[src/rtl/core/ppcc_pkg.sv]
// ----------------------------------------------------------------------------
// ppcc_pkg
// Types, constants and the service port lookup of the packet classifier core.
// ----------------------------------------------------------------------------
package ppcc_pkg;

	localparam int NUM_CLASSES     = 7;
	localparam int PORTS_PER_CLASS = 5;

	localparam int TABLE_ROWS  = 7;
	localparam int TABLE_COLS  = 5;
	localparam int LOOKUP_ROWS = (NUM_CLASSES < TABLE_ROWS) ? NUM_CLASSES : TABLE_ROWS;
	localparam int LOOKUP_COLS = (PORTS_PER_CLASS < TABLE_COLS) ? PORTS_PER_CLASS : TABLE_COLS;

	localparam int CNT_W   = 32;
	localparam int BYTE_W  = 48;
	localparam int TIME_W  = 32;
	localparam int PORT_W  = 16;
	localparam int LEN_W   = 16;
	localparam int ETH_W   = 16;
	localparam int PROTO_W = 8;
	localparam int CODE_W  = 3;
	localparam int NUM_PROTO = 4;

	localparam int APB_ADDR_W = 3;
	localparam int APB_DATA_W = 32;
	localparam logic REG_CLASSIFY_EN = 1'b0;

	localparam logic [ETH_W-1:0]   ETH_IPV4   = 16'h0800;
	localparam logic [PROTO_W-1:0] PROTO_TCP  = 8'd6;
	localparam logic [PROTO_W-1:0] PROTO_UDP  = 8'd17;
	localparam logic [PROTO_W-1:0] PROTO_ICMP = 8'd1;

	localparam logic [PORT_W-1:0] VOIP_RANGE_LO = 16'd16384;
	localparam logic [PORT_W-1:0] VOIP_RANGE_HI = 16'd16482;
	localparam logic [PORT_W-1:0] GAME_RANGE_LO = 16'd27000;
	localparam logic [PORT_W-1:0] GAME_RANGE_HI = 16'd27050;

	typedef enum logic [CODE_W-1:0] {
		PC_TCP   = 3'd0,
		PC_UDP   = 3'd1,
		PC_ICMP  = 3'd2,
		PC_OTHER = 3'd3,
		PC_NONE  = 3'd4
	} proto_class_t;

	typedef enum logic [CODE_W-1:0] {
		TC_UNKNOWN  = 3'd0,
		TC_WEB      = 3'd1,
		TC_VIDEO    = 3'd2,
		TC_GAMING   = 3'd3,
		TC_VOIP     = 3'd4,
		TC_FILE     = 3'd5,
		TC_DATABASE = 3'd6
	} traffic_class_t;

	localparam logic [PORT_W-1:0] SVC_PORTS [TABLE_ROWS][TABLE_COLS] = '{
		'{16'd0,    16'd0,    16'd0,     16'd0,     16'd0},
		'{16'd80,   16'd443,  16'd8080,  16'd8443,  16'd0},
		'{16'd554,  16'd1935, 16'd5000,  16'd5001,  16'd0},
		'{16'd3074, 16'd3478, 16'd3658,  16'd27015, 16'd0},
		'{16'd5060, 16'd5061, 16'd16384, 16'd16397, 16'd0},
		'{16'd20,   16'd21,   16'd22,    16'd989,   16'd990},
		'{16'd1433, 16'd1521, 16'd3306,  16'd5432,  16'd0}
	};

	function automatic traffic_class_t port_lookup(input logic [PORT_W-1:0] port);
		logic           hit;
		traffic_class_t cls;
		hit = 1'b0;
		cls = TC_UNKNOWN;
		for (int r = 1; r < LOOKUP_ROWS; r++) begin
			for (int c = 0; c < LOOKUP_COLS; c++) begin
				if (!hit && SVC_PORTS[r][c] != '0 && port == SVC_PORTS[r][c]) begin
					hit = 1'b1;
					cls = traffic_class_t'(r[CODE_W-1:0]);
				end
			end
		end
		if (!hit) begin
			if (port >= VOIP_RANGE_LO && port <= VOIP_RANGE_HI) begin
				cls = (int'(TC_VOIP) < NUM_CLASSES) ? TC_VOIP : TC_UNKNOWN;
			end else if (port >= GAME_RANGE_LO && port <= GAME_RANGE_HI) begin
				cls = (int'(TC_GAMING) < NUM_CLASSES) ? TC_GAMING : TC_UNKNOWN;
			end
		end
		return cls;
	endfunction

endpackage

[src/rtl/core/ppcc_in_if.sv]
// ----------------------------------------------------------------------------
// ppcc_in_if
// Header item channel: valid/ready with the extracted packet header fields.
// ----------------------------------------------------------------------------
interface ppcc_in_if;
	logic                          valid;
	logic                          ready;
	logic [ppcc_pkg::ETH_W-1:0]    ether_type;
	logic [ppcc_pkg::PROTO_W-1:0]  ip_proto;
	logic [ppcc_pkg::PORT_W-1:0]   source_port;
	logic [ppcc_pkg::PORT_W-1:0]   dest_port;
	logic [ppcc_pkg::LEN_W-1:0]    frame_length;
	logic [ppcc_pkg::TIME_W-1:0]   arrival_time;

	modport source (
		output valid, ether_type, ip_proto, source_port, dest_port, frame_length,
		arrival_time,
		input  ready
	);
	modport sink (
		input  valid, ether_type, ip_proto, source_port, dest_port, frame_length,
		arrival_time,
		output ready
	);
endinterface

[src/rtl/core/ppcc_out_if.sv]
// ----------------------------------------------------------------------------
// ppcc_out_if
// Result item channel: valid/ready with the classification and counters.
// ----------------------------------------------------------------------------
interface ppcc_out_if;
	logic                          valid;
	logic                          ready;
	logic [ppcc_pkg::CODE_W-1:0]   proto_class;
	logic                          classified;
	logic [ppcc_pkg::CODE_W-1:0]   traffic_class;
	logic [ppcc_pkg::CODE_W-1:0]   dominant_class;
	logic [ppcc_pkg::CNT_W-1:0]    total_packet_count;
	logic [ppcc_pkg::CNT_W-1:0]    class_packet_count;

	modport source (
		output valid, proto_class, classified, traffic_class, dominant_class,
		total_packet_count, class_packet_count,
		input  ready
	);
	modport sink (
		input  valid, proto_class, classified, traffic_class, dominant_class,
		total_packet_count, class_packet_count,
		output ready
	);
endinterface

[src/rtl/core/packet_port_classifier_counters_core.sv]
// ----------------------------------------------------------------------------
// packet_port_classifier_counters_core
// Per-packet protocol and port classification with traffic counters.
// ----------------------------------------------------------------------------
// usage:
//   pkt : one item per packet header (ethertype, ip protocol, ports, length,
//         arrival time), accepted when valid and ready are both high
//   res : one result item per header: protocol class, traffic type,
//         dominant type and updated packet counters
//   apb : register 0 at byte address 0 is classify_enable (bit 0, reset 1)
// path: the port lookup runs ahead of the input register, the counter
//   update and leader compare run between the input register and the
//   result register
// throughput: one item per cycle unless res is held; all counters are read
//   and written in the single update stage, so the next header sees this one's updates
// reset: all counters, the dominant type and the valid flags of both stages are cleared
// stall: while res is held, the result register and the input register
//   each keep one item; pkt ready drops only when both are full
// ----------------------------------------------------------------------------
module packet_port_classifier_counters_core (
	input  logic                                clk,
	input  logic                                arst_n,
	ppcc_in_if.sink                             pkt,
	ppcc_out_if.source                          res,
	input  logic                                psel,
	input  logic                                penable,
	input  logic                                pwrite,
	input  logic [ppcc_pkg::APB_ADDR_W-1:0]     paddr,
	input  logic [ppcc_pkg::APB_DATA_W-1:0]     pwdata,
	output logic [ppcc_pkg::APB_DATA_W-1:0]     prdata,
	output logic                                pready
);

	// configuration
	logic cls_en_q;
	logic cfg_wr;

	// input stage
	logic                             s1_v_q;
	logic                             ipv4_s1;
	logic                             do_cls_s1;
	ppcc_pkg::proto_class_t           pclass_s1;
	ppcc_pkg::traffic_class_t         tclass_s1;
	logic [ppcc_pkg::LEN_W-1:0]       flen_s1;
	logic [ppcc_pkg::TIME_W-1:0]      time_s1;

	// front classification
	ppcc_pkg::proto_class_t           pclass_in;
	ppcc_pkg::traffic_class_t         src_cls;
	ppcc_pkg::traffic_class_t         dst_cls;
	logic                             ipv4_in;
	logic                             accept;
	logic                             adv;
	logic                             fire;

	// counters
	logic [ppcc_pkg::CNT_W-1:0]       pkts_q;
	logic [ppcc_pkg::BYTE_W-1:0]      bytes_q;
	logic [ppcc_pkg::TIME_W-1:0]      prev_time_q;
	logic [ppcc_pkg::BYTE_W-1:0]      gap_total_q;
	logic [ppcc_pkg::CNT_W-1:0]       gap_samples_q;
	logic [ppcc_pkg::CNT_W-1:0]       proto_cnt_q [ppcc_pkg::NUM_PROTO];
	logic [ppcc_pkg::CNT_W-1:0]       cls_pkts_q [ppcc_pkg::NUM_CLASSES];
	logic [ppcc_pkg::BYTE_W-1:0]      cls_bytes_q [ppcc_pkg::NUM_CLASSES];
	logic [ppcc_pkg::CNT_W-1:0]       leader_cnt_q;
	ppcc_pkg::traffic_class_t         leader_cls_q;

	logic [ppcc_pkg::CNT_W-1:0]       pkts_nxt;
	logic [ppcc_pkg::CNT_W-1:0]       cls_cnt_nxt;
	logic [ppcc_pkg::TIME_W-1:0]      gap;
	logic                             new_leader;

	// result register
	logic                             res_v_q;
	ppcc_pkg::proto_class_t           res_pclass_q;
	logic                             res_cls_q;
	ppcc_pkg::traffic_class_t         res_tclass_q;
	ppcc_pkg::traffic_class_t         res_dom_q;
	logic [ppcc_pkg::CNT_W-1:0]       res_total_q;
	logic [ppcc_pkg::CNT_W-1:0]       res_ccnt_q;

	// apb register
	assign pready = 1'b1;
	assign cfg_wr = psel && penable && pwrite
		&& (paddr[ppcc_pkg::APB_ADDR_W-1:2] == ppcc_pkg::REG_CLASSIFY_EN);
	assign prdata = (paddr[ppcc_pkg::APB_ADDR_W-1:2] == ppcc_pkg::REG_CLASSIFY_EN)
		? {{(ppcc_pkg::APB_DATA_W-1){1'b0}}, cls_en_q} : '0;

	always_ff @(posedge clk or negedge arst_n) begin
		if (!arst_n) begin
			cls_en_q <= 1'b1;
		end else if (cfg_wr) begin
			cls_en_q <= pwdata[0];
		end
	end

	// handshake
	assign adv       = !res_v_q || res.ready;
	assign pkt.ready = !s1_v_q || adv;
	assign accept    = pkt.valid && pkt.ready;
	assign fire      = s1_v_q && adv;

	// protocol and port classification ahead of the input register
	assign ipv4_in = (pkt.ether_type == ppcc_pkg::ETH_IPV4);
	assign src_cls = ppcc_pkg::port_lookup(pkt.source_port);
	assign dst_cls = ppcc_pkg::port_lookup(pkt.dest_port);

	always_comb begin
		if (!ipv4_in) begin
			pclass_in = ppcc_pkg::PC_NONE;
		end else if (pkt.ip_proto == ppcc_pkg::PROTO_TCP) begin
			pclass_in = ppcc_pkg::PC_TCP;
		end else if (pkt.ip_proto == ppcc_pkg::PROTO_UDP) begin
			pclass_in = ppcc_pkg::PC_UDP;
		end else if (pkt.ip_proto == ppcc_pkg::PROTO_ICMP) begin
			pclass_in = ppcc_pkg::PC_ICMP;
		end else begin
			pclass_in = ppcc_pkg::PC_OTHER;
		end
	end

	always_ff @(posedge clk or negedge arst_n) begin
		if (!arst_n) begin
			s1_v_q <= 1'b0;
		end else if (accept) begin
			s1_v_q <= 1'b1;
		end else if (adv) begin
			s1_v_q <= 1'b0;
		end
	end

	always_ff @(posedge clk) begin
		if (accept) begin
			ipv4_s1   <= ipv4_in;
			pclass_s1 <= pclass_in;
			do_cls_s1 <= cls_en_q && ((pclass_in == ppcc_pkg::PC_TCP)
				|| (pclass_in == ppcc_pkg::PC_UDP));
			tclass_s1 <= (src_cls != ppcc_pkg::TC_UNKNOWN) ? src_cls : dst_cls;
			flen_s1   <= pkt.frame_length;
			time_s1   <= pkt.arrival_time;
		end
	end

	// update stage
	assign pkts_nxt    = pkts_q + 1'b1;
	assign gap         = time_s1 - prev_time_q;
	assign cls_cnt_nxt = cls_pkts_q[tclass_s1] + 1'b1;
	assign new_leader  = cls_cnt_nxt > leader_cnt_q;

	always_ff @(posedge clk or negedge arst_n) begin
		if (!arst_n) begin
			pkts_q        <= '0;
			bytes_q       <= '0;
			prev_time_q   <= '0;
			gap_total_q   <= '0;
			gap_samples_q <= '0;
			leader_cnt_q  <= '0;
			leader_cls_q  <= ppcc_pkg::TC_UNKNOWN;
			for (int i = 0; i < ppcc_pkg::NUM_PROTO; i++) begin
				proto_cnt_q[i] <= '0;
			end
			for (int i = 0; i < ppcc_pkg::NUM_CLASSES; i++) begin
				cls_pkts_q[i]  <= '0;
				cls_bytes_q[i] <= '0;
			end
		end else if (fire) begin
			pkts_q      <= pkts_nxt;
			bytes_q     <= bytes_q + ppcc_pkg::BYTE_W'(flen_s1);
			prev_time_q <= time_s1;
			if (pkts_nxt > ppcc_pkg::CNT_W'(1)) begin
				gap_total_q   <= gap_total_q + ppcc_pkg::BYTE_W'(gap);
				gap_samples_q <= gap_samples_q + 1'b1;
			end
			if (ipv4_s1) begin
				proto_cnt_q[pclass_s1[1:0]] <= proto_cnt_q[pclass_s1[1:0]] + 1'b1;
			end
			if (do_cls_s1) begin
				cls_pkts_q[tclass_s1]  <= cls_cnt_nxt;
				cls_bytes_q[tclass_s1] <= cls_bytes_q[tclass_s1]
					+ ppcc_pkg::BYTE_W'(flen_s1);
				if (new_leader) begin
					leader_cnt_q <= cls_cnt_nxt;
					leader_cls_q <= tclass_s1;
				end
			end
		end
	end

	// result register
	always_ff @(posedge clk or negedge arst_n) begin
		if (!arst_n) begin
			res_v_q <= 1'b0;
		end else if (adv) begin
			res_v_q <= s1_v_q;
		end
	end

	always_ff @(posedge clk) begin
		if (fire) begin
			res_pclass_q <= pclass_s1;
			res_cls_q    <= do_cls_s1;
			res_tclass_q <= do_cls_s1 ? tclass_s1 : ppcc_pkg::TC_UNKNOWN;
			res_dom_q    <= (do_cls_s1 && new_leader) ? tclass_s1 : leader_cls_q;
			res_total_q  <= pkts_nxt;
			res_ccnt_q   <= do_cls_s1 ? cls_cnt_nxt : '0;
		end
	end

	assign res.valid              = res_v_q;
	assign res.proto_class        = res_pclass_q;
	assign res.classified         = res_cls_q;
	assign res.traffic_class      = res_tclass_q;
	assign res.dominant_class     = res_dom_q;
	assign res.total_packet_count = res_total_q;
	assign res.class_packet_count = res_ccnt_q;

`ifndef SYNTHESIS
	a_cls_is_tcp_udp: assert property (@(posedge clk) disable iff (!arst_n)
		res.valid && res.classified |->
		(res.proto_class == ppcc_pkg::PC_TCP || res.proto_class == ppcc_pkg::PC_UDP))
		else $error("classified item without tcp or udp");

	a_uncls_zero: assert property (@(posedge clk) disable iff (!arst_n)
		res.valid && !res.classified |->
		(res.traffic_class == '0 && res.class_packet_count == '0))
		else $error("unclassified item carries a type or count");

	a_pkt_count_step: assert property (@(posedge clk) disable iff (!arst_n)
		fire |=> pkts_q == $past(pkts_q) + 1'b1)
		else $error("packet counter did not advance by one");

	a_leader_monotonic: assert property (@(posedge clk) disable iff (!arst_n)
		leader_cnt_q >= $past(leader_cnt_q))
		else $error("leader count decreased");

	a_leader_covers: assert property (@(posedge clk) disable iff (!arst_n)
		res.valid && res.classified |-> leader_cnt_q >= res.class_packet_count)
		else $error("class count above leader count");
`endif

endmodule
[src/flat_wrapper.sv]
// flat-port wrapper written by rule: the top's interface ports become plain ports
module packet_port_classifier_counters_core_flat 
  (clk, arst_n, psel, penable, pwrite, paddr, pwdata, prdata, pready, pkt_valid, pkt_ether_type, pkt_ip_proto, pkt_source_port, pkt_dest_port, pkt_frame_length, pkt_arrival_time, pkt_ready, res_valid, res_proto_class, res_classified, res_traffic_class, res_dominant_class, res_total_packet_count, res_class_packet_count, res_ready);
  ppcc_in_if pkt_i ();
  ppcc_out_if res_i ();
  input  logic clk;
  input  logic arst_n;
  input  logic psel;
  input  logic penable;
  input  logic pwrite;
  input  logic [ppcc_pkg::APB_ADDR_W-1:0] paddr;
  input  logic [ppcc_pkg::APB_DATA_W-1:0] pwdata;
  output logic [ppcc_pkg::APB_DATA_W-1:0] prdata;
  output logic pready;
  input wire logic [$bits(pkt_i.valid)-1:0] pkt_valid;
  input wire logic [$bits(pkt_i.ether_type)-1:0] pkt_ether_type;
  input wire logic [$bits(pkt_i.ip_proto)-1:0] pkt_ip_proto;
  input wire logic [$bits(pkt_i.source_port)-1:0] pkt_source_port;
  input wire logic [$bits(pkt_i.dest_port)-1:0] pkt_dest_port;
  input wire logic [$bits(pkt_i.frame_length)-1:0] pkt_frame_length;
  input wire logic [$bits(pkt_i.arrival_time)-1:0] pkt_arrival_time;
  output wire logic [$bits(pkt_i.ready)-1:0] pkt_ready;
  output wire logic [$bits(res_i.valid)-1:0] res_valid;
  output wire logic [$bits(res_i.proto_class)-1:0] res_proto_class;
  output wire logic [$bits(res_i.classified)-1:0] res_classified;
  output wire logic [$bits(res_i.traffic_class)-1:0] res_traffic_class;
  output wire logic [$bits(res_i.dominant_class)-1:0] res_dominant_class;
  output wire logic [$bits(res_i.total_packet_count)-1:0] res_total_packet_count;
  output wire logic [$bits(res_i.class_packet_count)-1:0] res_class_packet_count;
  input wire logic [$bits(res_i.ready)-1:0] res_ready;
  assign pkt_i.valid = pkt_valid;
  assign pkt_i.ether_type = pkt_ether_type;
  assign pkt_i.ip_proto = pkt_ip_proto;
  assign pkt_i.source_port = pkt_source_port;
  assign pkt_i.dest_port = pkt_dest_port;
  assign pkt_i.frame_length = pkt_frame_length;
  assign pkt_i.arrival_time = pkt_arrival_time;
  assign pkt_ready = pkt_i.ready;
  assign res_valid = res_i.valid;
  assign res_proto_class = res_i.proto_class;
  assign res_classified = res_i.classified;
  assign res_traffic_class = res_i.traffic_class;
  assign res_dominant_class = res_i.dominant_class;
  assign res_total_packet_count = res_i.total_packet_count;
  assign res_class_packet_count = res_i.class_packet_count;
  assign res_i.ready = res_ready;
  packet_port_classifier_counters_core u_core (.clk(clk), .arst_n(arst_n), .pkt(pkt_i), .res(res_i), .psel(psel), .penable(penable), .pwrite(pwrite), .paddr(paddr), .pwdata(pwdata), .prdata(prdata), .pready(pready));
endmodule
[config.mk]
export PLATFORM = sky130hd
export DESIGN_NAME = packet_port_classifier_counters_core_flat
export DESIGN_NICKNAME = d
export VERILOG_FILES = /design/src/rtl/core/ppcc_pkg.sv /design/src/rtl/core/ppcc_in_if.sv /design/src/rtl/core/ppcc_out_if.sv /design/src/rtl/core/packet_port_classifier_counters_core.sv /design/src/flat_wrapper.sv
export SDC_FILE = /design/constraint.sdc
export NUM_CORES = 1
export LEC_CHECK = 0
export BUFFER_PORTS_ARGS = -buffer_cell sky130_fd_sc_hd__clkbuf_2
export CORE_ASPECT_RATIO = 0.9
export CORE_UTILIZATION = 30
export DETAILED_ROUTE_END_ITERATION = 7
export GPL_TIMING_DRIVEN = 1
export PLACE_DENSITY = 0.49
export SYNTH_ARGS = -nofsm -noshare
export SYNTH_HDL_FRONTEND = slang
export SYNTH_SLANG_ARGS = --single-unit
[constraint.sdc]
create_clock -name clk -period 6.7 [get_ports clk]
set_clock_uncertainty 0.15 [all_clocks]
set_input_delay 1.005 -clock clk [delete_from_list [all_inputs] [get_ports clk]]
set_output_delay 1.005 -clock clk [all_outputs]
set_load 0.02 [all_outputs]
==> results of run 1 <==
==> how the worst min path moves through the flow <==
stage	cells after the start	to
global route	0	u_core.res.proto_class[1]$_DFFE_PP_
detailed placement	0	u_core.res.proto_class[2]$_DFFE_PP_
floorplan	0	u_core.res.proto_class[0]$_DFFE_PP_
global placement	0	u_core.res.proto_class[0]$_DFFE_PP_
finish	1	u_core.cls_pkts_q[159]$_DFFE_PN0P_
CTS	1	u_core.pkts_q[4]$_DFFE_PN0P_
==> placed cells by master, fill, tap and decap left out, types with 40 or more instances in the layout <==
cell and count:
mux2i_1 79, nor2_1 79, clkbuf_2 140, nand2_1 220, buf_4 68, dfrtp_1 293
xor2_1 40, edfxtp_1 81, xnor2_1 43, nand3_1 41, clkbuf_16 48, inv_1 66
mux2_2 104, o21ai_0 148
==> logic make-up after synthesis <==
family | Yosys count
compound gates | 317
xor+xnor | 90
fa+ha+maj | 34
buf+inv | 192
flops | 375
mux | 190
other cells | 2
simple gates | 563
==> power groups by stage <==
stage	logic (W)	registers [W]	clock network, W
after floorplan	0.000586	0.00283	0
after global placement	0.000942	0.00279	0
after detailed placement	0.000958	0.00281	0
after CTS	0.000962	0.00276	0.00250
after global routing	0.00107	0.00279	0.00259
final	0.000949	0.00276	0.00242
==> area by class of cell <==
cell class,count,area [sq um]
Tap cell,845,1057
Clock buffer,61,1310
Fill cell,6374,40370
Timing Repair Buffer,213,1306
Inverter,68,257.7
Sequential cell,375,9791
Multi-Input combinational cell,1226,8449
Clock inverter,24,162.7
==> routing by layer <==
layer / vias to the layer above / global-route usage (%) / share of wire, %
met5: - / 0 / 0
li1: 6577 / - / -
met3: 66 / 2.285 / 4.0
met2: 279 / 25.29 / 45
met4: 0 / 4.450 / 2.0
met1: 6799 / 23.60 / 49
==> sequential cells by signal, summed over array words and instances, names as in the netlist <==
signal	count
u_core.cls_pkts_q	224
u_core.leader_cnt_q	32
u_core.pkts_q	32
u_core.res.class_packet_count	32
u_core.res.total_packet_count	32
u_core.leader_cls_q	3
u_core.pclass_s1	3
u_core.res.dominant_class	3
u_core.res.proto_class	3
u_core.res.traffic_class	3
u_core.tclass_s1	3
u_core.cls_en_q	1
u_core.do_cls_s1	1
u_core.res.classified	1
u_core.res.valid	1
u_core.s1_v_q	1
==> metrics by stage <==
| step | std cells | setup WS (ns) | area [sq um] | util (%) | power (W) |
|---|---|---|---|---|---|
| finish | 2812 | 0.3519 | 22330 | 35.62 | 0.006133 |
| global route | 2812 | 0.02975 | 22330 | 35.62 | 0.006452 |
| CTS | 2809 | 0.2189 | 22300 | 35.56 | 0.006230 |
| detailed placement | 2724 | 0.2645 | 20830 | 33.22 | 0.003763 |
| global placement | 2724 | 0.3039 | 20830 | 33.22 | 0.003735 |
| floorplan | 1793 | 0.9410 | 19170 | - | 0.003413 |
==> repair_timing <==
| action | in CTS | in global routing |
|---|---|---|
| buffers inserted | 0 | 3 |
| endpoints found under the setup margin | 0 | 13 |
| gates resized for setup | 0 | 1 |
==> critical path, delay by kind of cell (launching register included) <==
kind	cells	cell delay (ns)
AOI/OAI and AO/OA	5	1.42
xor gates and xnor gates	1	0.17
adders and majority gates	1	0.30
buffers and inverters	5	1.01
DFF	1	0.68
muxes	1	0.29
and+or+nand+nor	8	2.17
==> results.md, run 1 <==
- Status: completed
- Largest cells by area after synthesis: dfrtp_1 (38%), edfxtp_1 (13%), mux2_2 (6.1%)
- CTS Hold Buffers Added: 0
- First-pass GRT wire length: 81010 um
- Logic pwr share: 15.5%
- Reg-to-Reg Start: u_core.tclass_s1[1]$_DFFE_PP_
- Mean Syn Cell Area: 10.81 sq um
- Buffers on Ports: 141
- Grt total ovfl: 0
- Clock transition at path regs: 0.06 ns
- Post-synthesis mux area share: 11.12%
- Root Buffer: clkbuf_16
- P_int: 0.004405 W
- Unrepaired setup endpoints after global routing: false
- XOR/XNOR share of the synthesized area: 4.530%
- Tightest Pin Transition: 1.004 ns
- Worst Hold Class: in -> async
- Cell area after synthesis: 0.01906 sq mm
- Max Cap Viol: 0
- Initial DRC Count: 827
- Distinct cells, synth: 88
- Final setup vio count: 0
- Crit path launch type: register
- # rows: 87
- Post-synth EDFFs: 81
- Total number of vias: 13720
- Synth top area share: 38.47%
- Type of the worst setup path: reg -> reg
- Pwr per Cell Area: 274.6 mW/mm^2
- Insertion delay to the later sink of the worst-skew pair: 0.57 ns
- Switch Pwr: 0.001728 W
- Crit path max fanout: 23
- Worst Setup SP: u_core.tclass_s1[1]$_DFFE_PP_
- Critical path required time: 7.00 ns
- CTS Sinks: 375
- Simple-gate portion of the synthesized area: 15.30%
- Routed Antenna Nets: 0
- Die area: 0.06454 sq mm
- Initial Utilization: 30.40%
- Pins Over Slew Limit: 0
- Die H: 241.1 um
- Seq/Total Area, Yosys: 51.37%
- Cell count after synthesis: 1763
- Complex-gate fraction of the synthesized area: 10.36%
- Cells along the critical path: buf_12, nor2b_1, buf_4, a32oi_1, nand3_1, nor4b_2, nand2_2, nor3_1, xor2_1, buf_4, inv_1, ha_1, a21o_1, a2111oi_0, nor3_1, o22ai_1, nand3_1, o211a_1, and2_2, buf_4, mux2_2
- Vias in the first global route: 13770
- Crit path DAT: 6.65 ns
- Fin Setup TNS: 0 ns
- Min Tclk post-route: 6.348 ns
- Synth area leader: dfrtp_1
- Final WL: 51870 um
- P&R area growth vs syn: 17.19%
- I/O pin cnt: 255
- Switching Fraction: 28.18%
- Leakage: 10.03 nW
- DRC: 0
- Crit path top cell by count: buf_4
- Fmax: 157.5 MHz
- Reg2reg path depth: 21
- H-tree Lvls: 2
- Crit path largest cell delay: 0.68 ns
- WHS: 0.2501 ns
- Largest family of logic cells by synthesized area: simple AND/OR/NAND/NOR gates
- Reg2Reg Setup Slack: 0.35 ns
- Slew margin rel.: 33.06%
- Total GRT Usage: 16.29%
- Synth warn: 0
- Ys async rst share: 78.40%
- Tcrit/Tclk final: 94.75%
- Synth Area in Adders: 2.232%
- Vias/cell: 4.879
- CP endpoint kind: register
- Part of the power in registers: 45.0%
- HPWL Detailed: 35400 um
- N_diodes: 0
- CTS buffer count: 46
- Post-synth top cells: dfrtp_1 (293), nand2_1 (223), o21ai_0 (149)
- First-pass iteration count of the detailed router: 5
- WL/cell: 18.44 um
- Reg-to-reg endpoint: u_core.leader_cls_q[1]$_DFFE_PN0P_
- End point of the critical path: u_core.leader_cls_q[1]$_DFFE_PN0P_
- Die width: 267.7 um
- CP max-delay cell: edfxtp_1
- Final Hold Vio Count: 0
- Top FF cell, synth: dfrtp_1
- GPL Wtd Cong: 0.8525
- Largest net degree at the start of global routing: 147
- Most numerous cell in the Yosys netlist: dfrtp_1
- Initial antenna violation count: 2
- Share of post-route cells with drive strength above 1: 22.22%
- Post-synthesis register bit count: 375
- Clk buf depth: 3
- CTS tree: yes
- Clk network pwr share: 39.5%
- CORE AREA: 0.06270 sq mm
- Nets: 2110
- Worst VDD drop: 0.0001447 V
Note: power is estimated with default switching activity, not from simulation.
==> inputs of run 2 (changes only) <==
clock period = 6.3 ns   (was 6.7 ns; I/O delays follow)
==> run 2 against run 1 <==
Total power up 5.4%. Final cell count up 0.25%. Count of clock-buffer cells in the layout down 2. Critical path depth down 1. Combinational power up 6%. Clock power up 4%. Die area unchanged. Setup slack better by 0.089 ns. Global-route usage up 0.095 points. Non-clock buffer count up 9. Flip-flop and latch count unchanged. First-iteration DRC count up 11%.
==> results.md, run 2 (synthesized netlist as in run 1, its figures left out) <==
- Unrepaired setup endpoints after global routing: false (unchanged)
- CORE AREA: 0.06270 sq mm (unchanged)
- Final total power: 0.006468 W (was 0.006133 W)
- Worst Hold Class: in -> async (unchanged)
- Crit path launch type: register (unchanged)
- Final setup vio count: 0 (unchanged)
- Total GRT Usage: 16.38% (was 16.29%)
- Leakage: 10.03 nW (about the same)
- Pins Over Slew Limit: 0 (unchanged)
- Fin worst setup slack: 0.4407 ns (was 0.3519 ns)
- Placed cell areas: 0.02094 sq mm (was 0.02083 sq mm)
- Critical path required time: 6.60 ns (was 7.00 ns)
- CP endpoint kind: register (unchanged)
- Final WL: 52470 um (was 51870 um)
- Die width: 267.7 um (unchanged)
- Grt total ovfl: 0 (unchanged)
- Worst Setup SP: u_core.tclass_s1[1]$_DFFE_PP_ (unchanged)
- # Post-CTS Setup Buffers: 0 (unchanged)
- First-pass GRT wire length: 81590 um (was 81010 um)
- Share of post-route cells with drive strength above 1: 22.10% (was 22.22%)
- Buffers on Ports: 141 (unchanged)
- Tightest Pin Transition: 1.083 ns (was 1.004 ns)
- Largest net degree at the start of global routing: 172 (was 147)
- Nets: 2117 (was 2110)
- Routed Antenna Nets: 0 (unchanged)
- WL/cell: 18.61 um (was 18.44 um)
- CTS buffer count: 44 (was 46)
- Final Hold Vio Count: 0 (unchanged)
- Initial DRC Count: 915 (was 827)
- Worst VDD drop: 0.0001530 V (was 0.0001447 V)
- Commonest cells after routing, fill and taps aside: dfrtp_1 (293), nand2_1 (220), o21ai_0 (149), clkbuf_2 (140), mux2_2 (104) (was dfrtp_1 (293), nand2_1 (220), o21ai_0 (148), clkbuf_2 (140), mux2_2 (104))
- P&R area growth vs syn: 17.25% (was 17.19%)
- Crit path DAT: 6.16 ns (was 6.65 ns)
- GPL Wtd Cong: 0.8343 (was 0.8525)
- Clock transition at path regs: 0.06 ns (about the same)
- Insertion delay to the later sink of the worst-skew pair: 0.58 ns (was 0.57 ns)
- Most common cell after layout, fill and taps aside: dfrtp_1 (unchanged)
- DRC: 0 (unchanged)
- H-tree Lvls: 2 (unchanged)
- Die area: 0.06454 sq mm (unchanged)
- Crit path max fanout: 18 (was 23)
- Filler cells: 6416 (was 6374)
- Clk buf depth: 3 (unchanged)
- Post-route cell area: 0.02235 sq mm (was 0.02233 sq mm)
- Vias in the first global route: 13670 (was 13770)
- Vias/cell: 4.913 (was 4.879)
- Type of the worst setup path: reg -> reg (unchanged)
- CTS tree: yes (unchanged)
- I/O pin cnt: 255 (unchanged)
- Worst slack, placed: 0.5180 ns (was 0.2645 ns)
- Reg with most FFs: u_core.cls_pkts_q (unchanged)
- Tcrit/Tclk final: 93.01% (was 94.75%)
- Max Cap Viol: 0 (unchanged)
- Fin Setup TNS: 0 ns (unchanged)
- Status: completed (unchanged)
- Slew margin rel.: 27.77% (was 33.06%)
- WHS: 0.1629 ns (was 0.2501 ns)
- Initial Utilization: 30.40% (unchanged)
- Max reg flops: 224 (unchanged)
- # rows: 87 (unchanged)
- Fmax: 170.7 MHz (was 157.5 MHz)
- Initial antenna violation count: 0 (was 2)
- Root Buffer: clkbuf_16 (unchanged)
- Reg-to-Reg Start: u_core.tclass_s1[1]$_DFFE_PP_ (unchanged)
- Min Tclk post-route: 5.859 ns (was 6.348 ns)
- Total number of vias: 13850 (was 13720)
- Die H: 241.1 um (unchanged)
- CTS Sinks: 375 (unchanged)
- Post-CTS resize count: 0 (unchanged)
- HPWL Detailed: 35500 um (was 35400 um)
- Pwr per Cell Area: 289.4 mW/mm^2 (was 274.6 mW/mm^2)
- CTS Hold Buffers Added: 0 (unchanged)
- First-pass iteration count of the detailed router: 5 (unchanged)
run 2: where the power goes:
part           total, W  internal, W  switching (W)
logic           0.00101     0.000389       0.000623
clock network   0.00252      0.00147        0.00105
registers       0.00294      0.00279       0.000146
total           0.00647      0.00465        0.00182
run 2: area by class of cell:
cell class                 count  area [sq um]  area share, %
antenna                        1         2.502        0.01120
clock buffer                  59          1209          5.409
clock inverter                23         196.4         0.8791
inverter                      68         257.7          1.153
multi-input combinational   1226          8447          37.80
sequential                   375          9791          43.81
tap                          845          1057          4.731
timing repair buffer         222          1386          6.204
run 2: metrics by stage:
stage               std cells  util (%)
finish                   2819     35.64
global route             2818     35.64
CTS                      2818     35.64
detailed placement       2736     33.40
global placement         2736     33.40
floorplan                1793         -
run 2: path summary, 6_finish.rpt:
path,end,slack [ns],depth (start not counted)
max,u_core.leader_cnt_q[5]$_DFFE_PN0P_,0.44,20
min,u_core.cls_pkts_q[223]$_DFFE_PN0P_,0.16,1
max reg2reg,u_core.leader_cnt_q[5]$_DFFE_PN0P_,0.44,20
min reg2reg,u_core.res.proto_class[1]$_DFFE_PP_,0.27,0
max in group asynchronous,u_core.cls_pkts_q[128]$_DFFE_PN0P_,4.44,2
min in group clk,u_core.res.proto_class[1]$_DFFE_PP_,0.27,0
run 2: metal layers:
metal	vias up	global-route usage, %	share of wire, %
met5	-	0	0
li1	6579	-	-
met1	6934	24.13	50
met3	62	2.530	4.2
met4	0	4.537	2.0
met2	275	24.76	44
run 2: worst max-delay path, stage by stage, from the launching register on:
cell      delay (ns)
edfxtp_1        0.63
or2_2           0.41
o32ai_1         0.40
nor2_1          0.12
o21ai_1         0.13
ha_1            0.20
and4_1          0.44
or3b_4          0.48
or4_4           0.47
xnor2_4         0.15
inv_1           0.06
ha_1            0.28
nand4_1         0.09
nor2_1          0.20
buf_4           0.18
o21ai_0         0.08
a21oi_1         0.18
o211a_1         0.25
and2_2          0.24
buf_12          0.20
mux2_2          0.35
